## src/sv/urc_pkg.sv

```systemverilog
// urc_pkg: shared types, constants and a helper function for the ultrasonic range controller
// no dependencies; used by ultrasonic_range_controller
`default_nettype none

package urc_pkg;

    // timing and counter sizes
    localparam int unsigned TICKS_PER_MS    = 1000;
    localparam int unsigned ECHO_WIDTH_BITS = 16;
    localparam int unsigned PS_W            = $clog2(TICKS_PER_MS + 1);
    localparam int unsigned PERIOD_W        = 10;
    localparam int unsigned PULSE_W         = 8;
    localparam int unsigned RANGE_W         = 10;
    localparam int unsigned DIST_W          = 15;
    localparam int unsigned BAND_W          = 3;
    localparam int unsigned NUM_BANDS       = 5;

    localparam logic [PULSE_W-1:0] LOW_TICKS = 8'd3;
    localparam int unsigned SOUND_DIV        = 58;
    localparam int unsigned DIST_MAX         = 32767;

    // floor(w*16/58) = (w * DIST_MUL) >> DIST_SHIFT, exact for w below 2^ECHO_WIDTH_BITS
    localparam int unsigned DIST_SHIFT = ECHO_WIDTH_BITS + 6;
    localparam longint unsigned DIST_MUL =
        ((64'd1 << (ECHO_WIDTH_BITS + 10)) + SOUND_DIV - 1) / SOUND_DIV;
    localparam int unsigned DIST_MUL_W  = $clog2(DIST_MUL + 1);
    localparam int unsigned DIST_PROD_W = ECHO_WIDTH_BITS + DIST_MUL_W;
    localparam int unsigned DIST_Q_W    = DIST_PROD_W - DIST_SHIFT;

    // band thresholds: pct * 58 * max_range, compared against width * 100
    localparam int unsigned THR_W = $clog2(100 * SOUND_DIV * ((1 << RANGE_W) - 1) + 1);
    localparam int unsigned LHS_W = ECHO_WIDTH_BITS + 7;
    localparam int unsigned CMP_W = (LHS_W > THR_W) ? LHS_W : THR_W;
    localparam int unsigned BAND_PCT [NUM_BANDS] = '{5, 25, 50, 75, 100};

    // configuration register indexes and reset values
    localparam int unsigned CFG_ADDR_W = 2;
    localparam int unsigned CFG_DATA_W = 10;
    localparam logic [CFG_ADDR_W-1:0] CFG_TRIGGER_PERIOD = 2'd0;
    localparam logic [CFG_ADDR_W-1:0] CFG_TRIGGER_PULSE  = 2'd1;
    localparam logic [CFG_ADDR_W-1:0] CFG_MAX_RANGE      = 2'd2;

    localparam logic [PERIOD_W-1:0] PERIOD_RESET = 10'd60;
    localparam logic [PULSE_W-1:0]  PULSE_RESET  = 8'd10;
    localparam logic [RANGE_W-1:0]  RANGE_RESET  = 10'd400;

    localparam int unsigned IN_TDATA_W  = 8;
    localparam int unsigned OUT_TDATA_W = 24;

    typedef enum logic [1:0] {
        PH_IDLE,
        PH_LOW,
        PH_HIGH
    } trig_phase_t;

    function automatic logic [THR_W-1:0] band_thr(input logic [RANGE_W-1:0] range,
                                                  input int unsigned idx);
        logic [THR_W-1:0] scale;
        scale = THR_W'(BAND_PCT[idx] * SOUND_DIV);
        return scale * THR_W'(range);
    endfunction

endpackage

`default_nettype wire

```

## src/sv/ultrasonic_range_controller.sv

```systemverilog
// ultrasonic_range_controller: trigger sequencer and echo-width ranger, one tick per transfer
// pipeline: each input transfer passes through the input register, then the result register
// throughput: one input transfer per cycle; m_tready stalls propagate back through s_tready
// reset (rst_n low, async): config returns to 60 ms / 10 us / 400 cm, counters and
//   last distance/band clear, trigger sequence starts on the first tick after reset
// depends on urc_pkg
`default_nettype none

module ultrasonic_range_controller (
    input  wire logic                                 clk,
    input  wire logic                                 rst_n,
    // configuration write port
    input  wire logic                                 cfg_wen,
    input  wire logic [urc_pkg::CFG_ADDR_W-1:0]       cfg_addr,
    input  wire logic [urc_pkg::CFG_DATA_W-1:0]       cfg_wdata,
    // input stream
    input  wire logic                                 s_tvalid,
    output logic                                      s_tready,
    input  wire logic [urc_pkg::IN_TDATA_W-1:0]       s_tdata,  // [0] echo_level, rest zero
    // result stream
    output logic                                      m_tvalid,
    input  wire logic                                 m_tready,
    // [0] trigger_level, [1] measure_done, [16:2] distance_q4, [19:17] range_band, rest zero
    output logic [urc_pkg::OUT_TDATA_W-1:0]           m_tdata
);

    // configuration
    logic [urc_pkg::PERIOD_W-1:0] period_cfg_reg;
    logic [urc_pkg::PULSE_W-1:0]  pulse_cfg_reg;
    logic [urc_pkg::THR_W-1:0]    thr_reg [urc_pkg::NUM_BANDS];

    // pipeline
    logic in_v_reg;
    logic echo_in_reg;
    logic out_v_reg;
    logic [urc_pkg::OUT_TDATA_W-1:0] out_data_reg;
    logic advance;
    logic fire;

    // state
    urc_pkg::trig_phase_t          phase_reg, phase_next, phase_eff;
    logic [urc_pkg::PULSE_W-1:0]   pcount_reg, pcount_next, pcount_eff;
    logic [urc_pkg::PERIOD_W-1:0]  period_reg, period_next, period_eff;
    logic [urc_pkg::PS_W-1:0]      ps_reg, ps_next;
    logic [urc_pkg::ECHO_WIDTH_BITS-1:0] width_reg, width_next;
    logic active_reg, active_next;
    logic prev_echo_reg;
    logic [urc_pkg::DIST_W-1:0] dist_reg, dist_next;
    logic [urc_pkg::BAND_W-1:0] band_reg, band_next;

    logic start;
    logic level;
    logic done;
    logic [urc_pkg::PULSE_W:0] pcount_inc;
    logic [urc_pkg::PS_W:0]    ps_inc;
    logic [urc_pkg::DIST_PROD_W-1:0] dist_prod;
    logic [urc_pkg::DIST_Q_W-1:0]    dist_quot;
    logic [urc_pkg::CMP_W-1:0]       lhs;
    logic [urc_pkg::BAND_W-1:0]      band_calc;

    assign advance  = !out_v_reg || m_tready;
    assign fire     = in_v_reg && advance;
    assign s_tready = !in_v_reg || advance;
    assign m_tvalid = out_v_reg;
    assign m_tdata  = out_data_reg;

    // configuration writes, band thresholds precomputed on a range write
    always_ff @(posedge clk or negedge rst_n)
    begin
        if (!rst_n)
        begin
            period_cfg_reg <= urc_pkg::PERIOD_RESET;
            pulse_cfg_reg  <= urc_pkg::PULSE_RESET;
            for (int i = 0; i < urc_pkg::NUM_BANDS; i++)
            begin
                thr_reg[i] <= urc_pkg::band_thr(urc_pkg::RANGE_RESET, i);
            end
        end
        else if (cfg_wen)
        begin
            case (cfg_addr)
                urc_pkg::CFG_TRIGGER_PERIOD:
                begin
                    period_cfg_reg <= cfg_wdata[urc_pkg::PERIOD_W-1:0];
                end
                urc_pkg::CFG_TRIGGER_PULSE:
                begin
                    pulse_cfg_reg <= cfg_wdata[urc_pkg::PULSE_W-1:0];
                end
                urc_pkg::CFG_MAX_RANGE:
                begin
                    for (int i = 0; i < urc_pkg::NUM_BANDS; i++)
                    begin
                        thr_reg[i] <= urc_pkg::band_thr(cfg_wdata[urc_pkg::RANGE_W-1:0], i);
                    end
                end
                default:
                begin
                end
            endcase
        end
    end

    // trigger sequencing and millisecond timebase
    always_comb
    begin
        start      = (phase_reg == urc_pkg::PH_IDLE) && (period_reg == '0);
        phase_eff  = start ? urc_pkg::PH_LOW : phase_reg;
        pcount_eff = start ? '0 : pcount_reg;
        period_eff = start ? period_cfg_reg : period_reg;
        level      = (phase_eff == urc_pkg::PH_HIGH);
        pcount_inc = {1'b0, pcount_eff} + 1'b1;

        phase_next  = phase_eff;
        pcount_next = pcount_inc[urc_pkg::PULSE_W-1:0];
        case (phase_eff)
            urc_pkg::PH_LOW:
            begin
                if (pcount_inc >= {1'b0, urc_pkg::LOW_TICKS})
                begin
                    pcount_next = '0;
                    phase_next  = (pulse_cfg_reg == '0) ? urc_pkg::PH_IDLE : urc_pkg::PH_HIGH;
                end
            end
            urc_pkg::PH_HIGH:
            begin
                if (pcount_inc >= {1'b0, pulse_cfg_reg})
                begin
                    pcount_next = '0;
                    phase_next  = urc_pkg::PH_IDLE;
                end
            end
            default:
            begin
                phase_next  = urc_pkg::PH_IDLE;
                pcount_next = '0;
            end
        endcase

        ps_inc      = {1'b0, ps_reg} + 1'b1;
        ps_next     = ps_inc[urc_pkg::PS_W-1:0];
        period_next = period_eff;
        if (ps_inc >= (urc_pkg::PS_W + 1)'(urc_pkg::TICKS_PER_MS))
        begin
            ps_next = '0;
            if (period_eff != '0)
            begin
                period_next = period_eff - 1'b1;
            end
        end
    end

    // echo width, distance and band
    always_comb
    begin
        dist_prod = urc_pkg::DIST_PROD_W'(width_reg)
                    * urc_pkg::DIST_PROD_W'(urc_pkg::DIST_MUL);
        dist_quot = dist_prod[urc_pkg::DIST_PROD_W-1:urc_pkg::DIST_SHIFT];
        lhs       = urc_pkg::CMP_W'(width_reg) * urc_pkg::CMP_W'(100);

        // thresholds rise with the band index, so the band is the count exceeded
        band_calc = '0;
        for (int i = 0; i < urc_pkg::NUM_BANDS; i++)
        begin
            if (lhs > urc_pkg::CMP_W'(thr_reg[i]))
            begin
                band_calc = band_calc + 1'b1;
            end
        end

        width_next  = width_reg;
        active_next = active_reg;
        dist_next   = dist_reg;
        band_next   = band_reg;
        done        = 1'b0;
        if (echo_in_reg && !prev_echo_reg)
        begin
            active_next = 1'b1;
            width_next  = urc_pkg::ECHO_WIDTH_BITS'(1);
        end
        else if (echo_in_reg && active_reg)
        begin
            if (width_reg != '1)
            begin
                width_next = width_reg + 1'b1;
            end
        end
        else if (!echo_in_reg && prev_echo_reg && active_reg)
        begin
            if (64'(dist_quot) > 64'(urc_pkg::DIST_MAX))
            begin
                dist_next = urc_pkg::DIST_W'(urc_pkg::DIST_MAX);
            end
            else
            begin
                dist_next = urc_pkg::DIST_W'(dist_quot);
            end
            band_next   = band_calc;
            active_next = 1'b0;
            done        = 1'b1;
        end
    end

    // input register
    always_ff @(posedge clk or negedge rst_n)
    begin
        if (!rst_n)
        begin
            in_v_reg <= 1'b0;
        end
        else if (s_tready)
        begin
            in_v_reg <= s_tvalid;
        end
    end

    always_ff @(posedge clk)
    begin
        if (s_tready && s_tvalid)
        begin
            echo_in_reg <= s_tdata[0];
        end
    end

    // state update and result register
    always_ff @(posedge clk or negedge rst_n)
    begin
        if (!rst_n)
        begin
            out_v_reg     <= 1'b0;
            phase_reg     <= urc_pkg::PH_IDLE;
            pcount_reg    <= '0;
            period_reg    <= '0;
            ps_reg        <= '0;
            width_reg     <= '0;
            active_reg    <= 1'b0;
            prev_echo_reg <= 1'b0;
            dist_reg      <= '0;
            band_reg      <= '0;
        end
        else
        begin
            if (advance)
            begin
                out_v_reg <= in_v_reg;
            end
            if (fire)
            begin
                phase_reg     <= phase_next;
                pcount_reg    <= pcount_next;
                period_reg    <= period_next;
                ps_reg        <= ps_next;
                width_reg     <= width_next;
                active_reg    <= active_next;
                prev_echo_reg <= echo_in_reg;
                dist_reg      <= dist_next;
                band_reg      <= band_next;
            end
        end
    end

    always_ff @(posedge clk)
    begin
        if (fire)
        begin
            out_data_reg <= {4'b0000, band_next, dist_next, done, level};
        end
    end

`ifndef SYNTHESIS
    // a pulse is only being timed while the echo is high
    assert property (@(posedge clk) disable iff (!rst_n) active_reg |-> prev_echo_reg)
        else $error("echo measurement active with echo low");

    assert property (@(posedge clk) disable iff (!rst_n)
        (phase_reg == urc_pkg::PH_LOW) |-> (pcount_reg < urc_pkg::LOW_TICKS))
        else $error("trigger low phase overran");

    assert property (@(posedge clk) disable iff (!rst_n)
        band_reg <= urc_pkg::BAND_W'(urc_pkg::NUM_BANDS))
        else $error("range band out of range");

    // a held input item must not be dropped while the result side stalls
    assert property (@(posedge clk) disable iff (!rst_n)
        (in_v_reg && !advance) |=> (in_v_reg && $stable(echo_in_reg)))
        else $error("stalled input item lost");

    assert property (@(posedge clk) disable iff (!rst_n)
        (out_v_reg && m_tdata[1]) |-> !active_reg)
        else $error("measurement reported while echo still active");
`endif

endmodule

`default_nettype wire

```

## config.mk

```make
export PLATFORM = sky130hd
export DESIGN_NAME = ultrasonic_range_controller
export DESIGN_NICKNAME = d
export VERILOG_FILES = /design/src/sv/urc_pkg.sv /design/src/sv/ultrasonic_range_controller.sv
export SDC_FILE = /design/constraint.sdc
export NUM_CORES = 1
export LEC_CHECK = 0
export BUFFER_PORTS_ARGS = -buffer_cell sky130_fd_sc_hd__buf_2
export CORE_MARGIN = 5
export CORE_UTILIZATION = 30
export CTS_CLUSTER_SIZE = 30
export DETAILED_ROUTE_END_ITERATION = 16
export PLACE_DENSITY_LB_ADDON = 0.15
export SYNTH_ARGS = -nofsm -noshare
export SYNTH_HDL_FRONTEND = slang
export SYNTH_SLANG_ARGS = --single-unit
```

## constraint.sdc

```tcl
create_clock -name clk -period 7.6 [get_ports clk]
set_input_delay 1.52 -clock clk [delete_from_list [all_inputs] [get_ports clk]]
set_output_delay 1.52 -clock clk [all_outputs]
set_load 0.02 [all_outputs]
```

==> key figures <==
Setup path
  – Data required, critical path: 7.81 ns
  – Crit Path Class: flip-flop to flip-flop
  – Critical Path AT: 7.26 ns
  – Reg2reg setup slack: 0.55 ns
  – Critical Path Start Type: flip-flop
  – FF-to-FF Start: width_reg[8]$_DFFE_PN0P_
  – Worst r2r dst: m_tdata[19]$_DFFE_PP_
  – CP max FO: 5
  – Max incr delay on CP: 0.53 ns
  – R2R depth: 30
  – Worst path slowest cell: fa_1
  – Critical path's most frequent cell: ha_1
  – Critical Path End Type: flip-flop

Logic synthesis
  – Top-count cell post-synth: ha_1
  – Mean Syn Cell Area: 9.51 sq um
  – Number of flops mapped to enable cells by yosys: 21
  – Number of distinct library cells after synthesis: 70
  – Synthesized area: 0.0208 sq mm
  – Cell taking the most area after synthesis: ha_1
  – Synth Warn #: 0
  – Top_reg_cell synth: dfrtp_1
  – Flops & latches, synth: 164
  – Synth top cells by count: 448 x ha_1, 367 x inv_1, 183 x nand2_1, 177 x fa_1, 146 x o21ai_0
  – Async SR Flop Fraction: 87.2%
  – Synth Instances: 2187
  – Seq/Total Area, Yosys: 20.4%
  – Post-synth top area share: 27.0%
  – Synth top area cells: ha_1 27%, fa_1 17%, dfrtp_1 14%

Layout
  – # nets final: 2896
  – Max FFs per register: 57
  – Share of layout cells above drive strength 1: 7.48%
  – Diodes inserted: 0
  – Finished Cell Area: 0.0229 sq mm
  – Final std cells w/o fill: 3190
  – Syn-to-layout area delta: 10.2%

Place
  – Area after DPL: 0.0223 sq mm
  – HPWL Detailed: 44100 microns
  – GP Congestion: 0.869
  – Buffers on Ports: 39
  – Placed Instances: 3158

GRT
  – Total track usage: 15.0%
  – GRT Residual Overflow: 0
  – First-pass GRT wire length: 88500 microns
  – Initial antenna violation count: 0
  – Pin count of the biggest net entering global routing: 75
  – Vias in the first global route: 16100

STA
  – Final Hold Viols: 0
  – Clock skew: 0.0169 ns
  – Hold Slack: 0.475 ns
  – Final Slew Violations: 0
  – RSZ-0062 raised after global routing: false
  – Worst slew margin: 35.7%
  – Setup violators final: 0
  – Worst-margin pin slew: 0.965 ns
  – Fmax: 142 MHz
  – Setup TNS: 0 ns
  – Period minus WS final: 7.05 ns
  – Final Cycle Share: 92.8%

CTS
  – CTS root buffer: clkbuf_16
  – Skew-Pair Late Insertion Delay: 0.48 ns
  – Clk slew on worst S/H paths: 0.07 ns
  – CTS tree: yes
  – Htree depth: 4
  – Hold-fix buffers at CTS: 0
  – Clk sinks: 164
  – Clock Tree Buf Depth: 2
  – Num CTS Buffers: 17

Die
  – Core ar.: 0.0687 sq mm
  – Row count: 96
  – Die extent in x: 273 microns
  – Starting density of the core: 30.3%
  – I/O pin cnt: 51
  – Die Y: 273 microns
  – Full die area: 0.0747 sq mm

Min path
  – Hold Path Depth: 2
  – Critical hold path startpoint: thr_reg[108]$_DFFE_PN1P_
  – Hold Crit Class: flip-flop to flip-flop
  – WHS Endpoint: thr_reg[108]$_DFFE_PN1P_

Routing
  – WL met1: 25300 microns
  – WL/cell: 17.1 microns
  – Vias: 15100
  – Top Metal Used: met4
  – DRC Markers: 0
  – Initial DRC Count: 618
  – DR WL met2: 27300 microns
  – WL met3: 853 microns
  – Final antenna-violating net count: 0
  – Pre-antenna DRT Iters: 5
  – Routed vias/inst: 4.74
  – WL final: 54400 microns

Power and ir drop
  – Leakage Power: 12.3 nW
  – Final Power: 5.67 mW
  – Max VDD drop: 175 uV
  – PD cells: 247 mW/mm^2

Flow run
  – Max-cap violations: 0

Status
  – Outcome: complete, no violations
-- metrics by stage --
step	worst slack [ns]	utilization, %
2_1_floorplan	1.13	-
3_3_place_gp	0.428	32.4
3_5_place_dp	0.411	32.4
4_1_cts	0.382	33.3
5_1_grt	0.0263	33.3
6_report	0.551	33.3
-- critical path: cells and delay by family (launching register included) --
| family | cells | cell delay [ns] |
|---|---|---|
| and+or+nand+nor | 5 | 1.05 |
| xor gates and xnor gates | 4 | 0.75 |
| DFF | 1 | 0.47 |
| AOI/OAI and AO/OA | 8 | 1.33 |
| buffers and inverters | 5 | 0.50 |
| adders and majority gates | 8 | 2.65 |
-- worst max-delay path by stage --
stage                                        start               endpoint  cells past startpoint
after floorplan           width_reg[8]$_DFFE_PN0P_  m_tdata[19]$_DFFE_PP_                     30
after global placement    width_reg[5]$_DFFE_PN0P_  m_tdata[19]$_DFFE_PP_                     29
after detailed placement  width_reg[5]$_DFFE_PN0P_  m_tdata[19]$_DFFE_PP_                     29
after CTS                 width_reg[5]$_DFFE_PN0P_  m_tdata[19]$_DFFE_PP_                     28
after global routing      width_reg[8]$_DFFE_PN0P_  m_tdata[19]$_DFFE_PP_                     30
final                     width_reg[8]$_DFFE_PN0P_  m_tdata[19]$_DFFE_PP_                     30
-- routing by layer --
layer / up-vias / global-route usage [%]
met5: - / 0
met4: 0 / 3.58
met3: 49 / 2.09
met2: 122 / 26.8
met1: 7377 / 19.1
li1: 7565 / -
-- kinds of logic after synthesis --
family | Yosys count | share of synthesized area, %
adders and majority gates | 625 | 44.0
DFF | 164 | 20.4
and+or+nand+nor | 439 | 9.83
xor gates and xnor gates | 92 | 3.94
muxes | 20 | 1.05
other | 1 | 0.0180
AOI/OAI and AO/OA | 440 | 13.3
buffers and inverters | 406 | 7.41
-- final cells by class --
type	count	area, sq um
multi-input cells	1620	15000
inverters	368	1380
repair buffers	75	472
well taps	931	1160
clock buffers	20	468
fillers	7170	45800
clock inverters	12	135
flip-flops and latches	164	4250
-- power breakdown --
| group | switching, mW | total (mW) | internal [mW] |
|---|---|---|---|
| Sequential | 0.155 | 1.32 | 1.17 |
| Clock | 0.428 | 0.920 | 0.492 |
| Combinational | 2.02 | 3.43 | 1.40 |
-- cell usage in the layout (no fill, tap or decap), types with 29 or more instances in the layout --
cell | netlist | layout
xnor2_1 | 55 | 54
nor2_1 | 91 | 90
fa_1 | 177 | 177
dfstp_2 | 29 | 29
o21ai_0 | 146 | 146
dfrtp_1 | 114 | 114
inv_1 | 367 | 367
a21o_1 | 66 | 66
xor2_1 | 36 | 34
ha_1 | 448 | 448
nand2_1 | 183 | 183
buf_2 | 1 | 38
nand3_1 | 35 | 35
a21oi_1 | 93 | 93
buf_4 | 4 | 36
-- what timing repair did --
action / in CTS / in global routing
resized for setup: 0 / 3
buffers inserted: 0 / 0
endpoints found under the setup margin: 0 / 2
(Power assumes the default switching activity.)
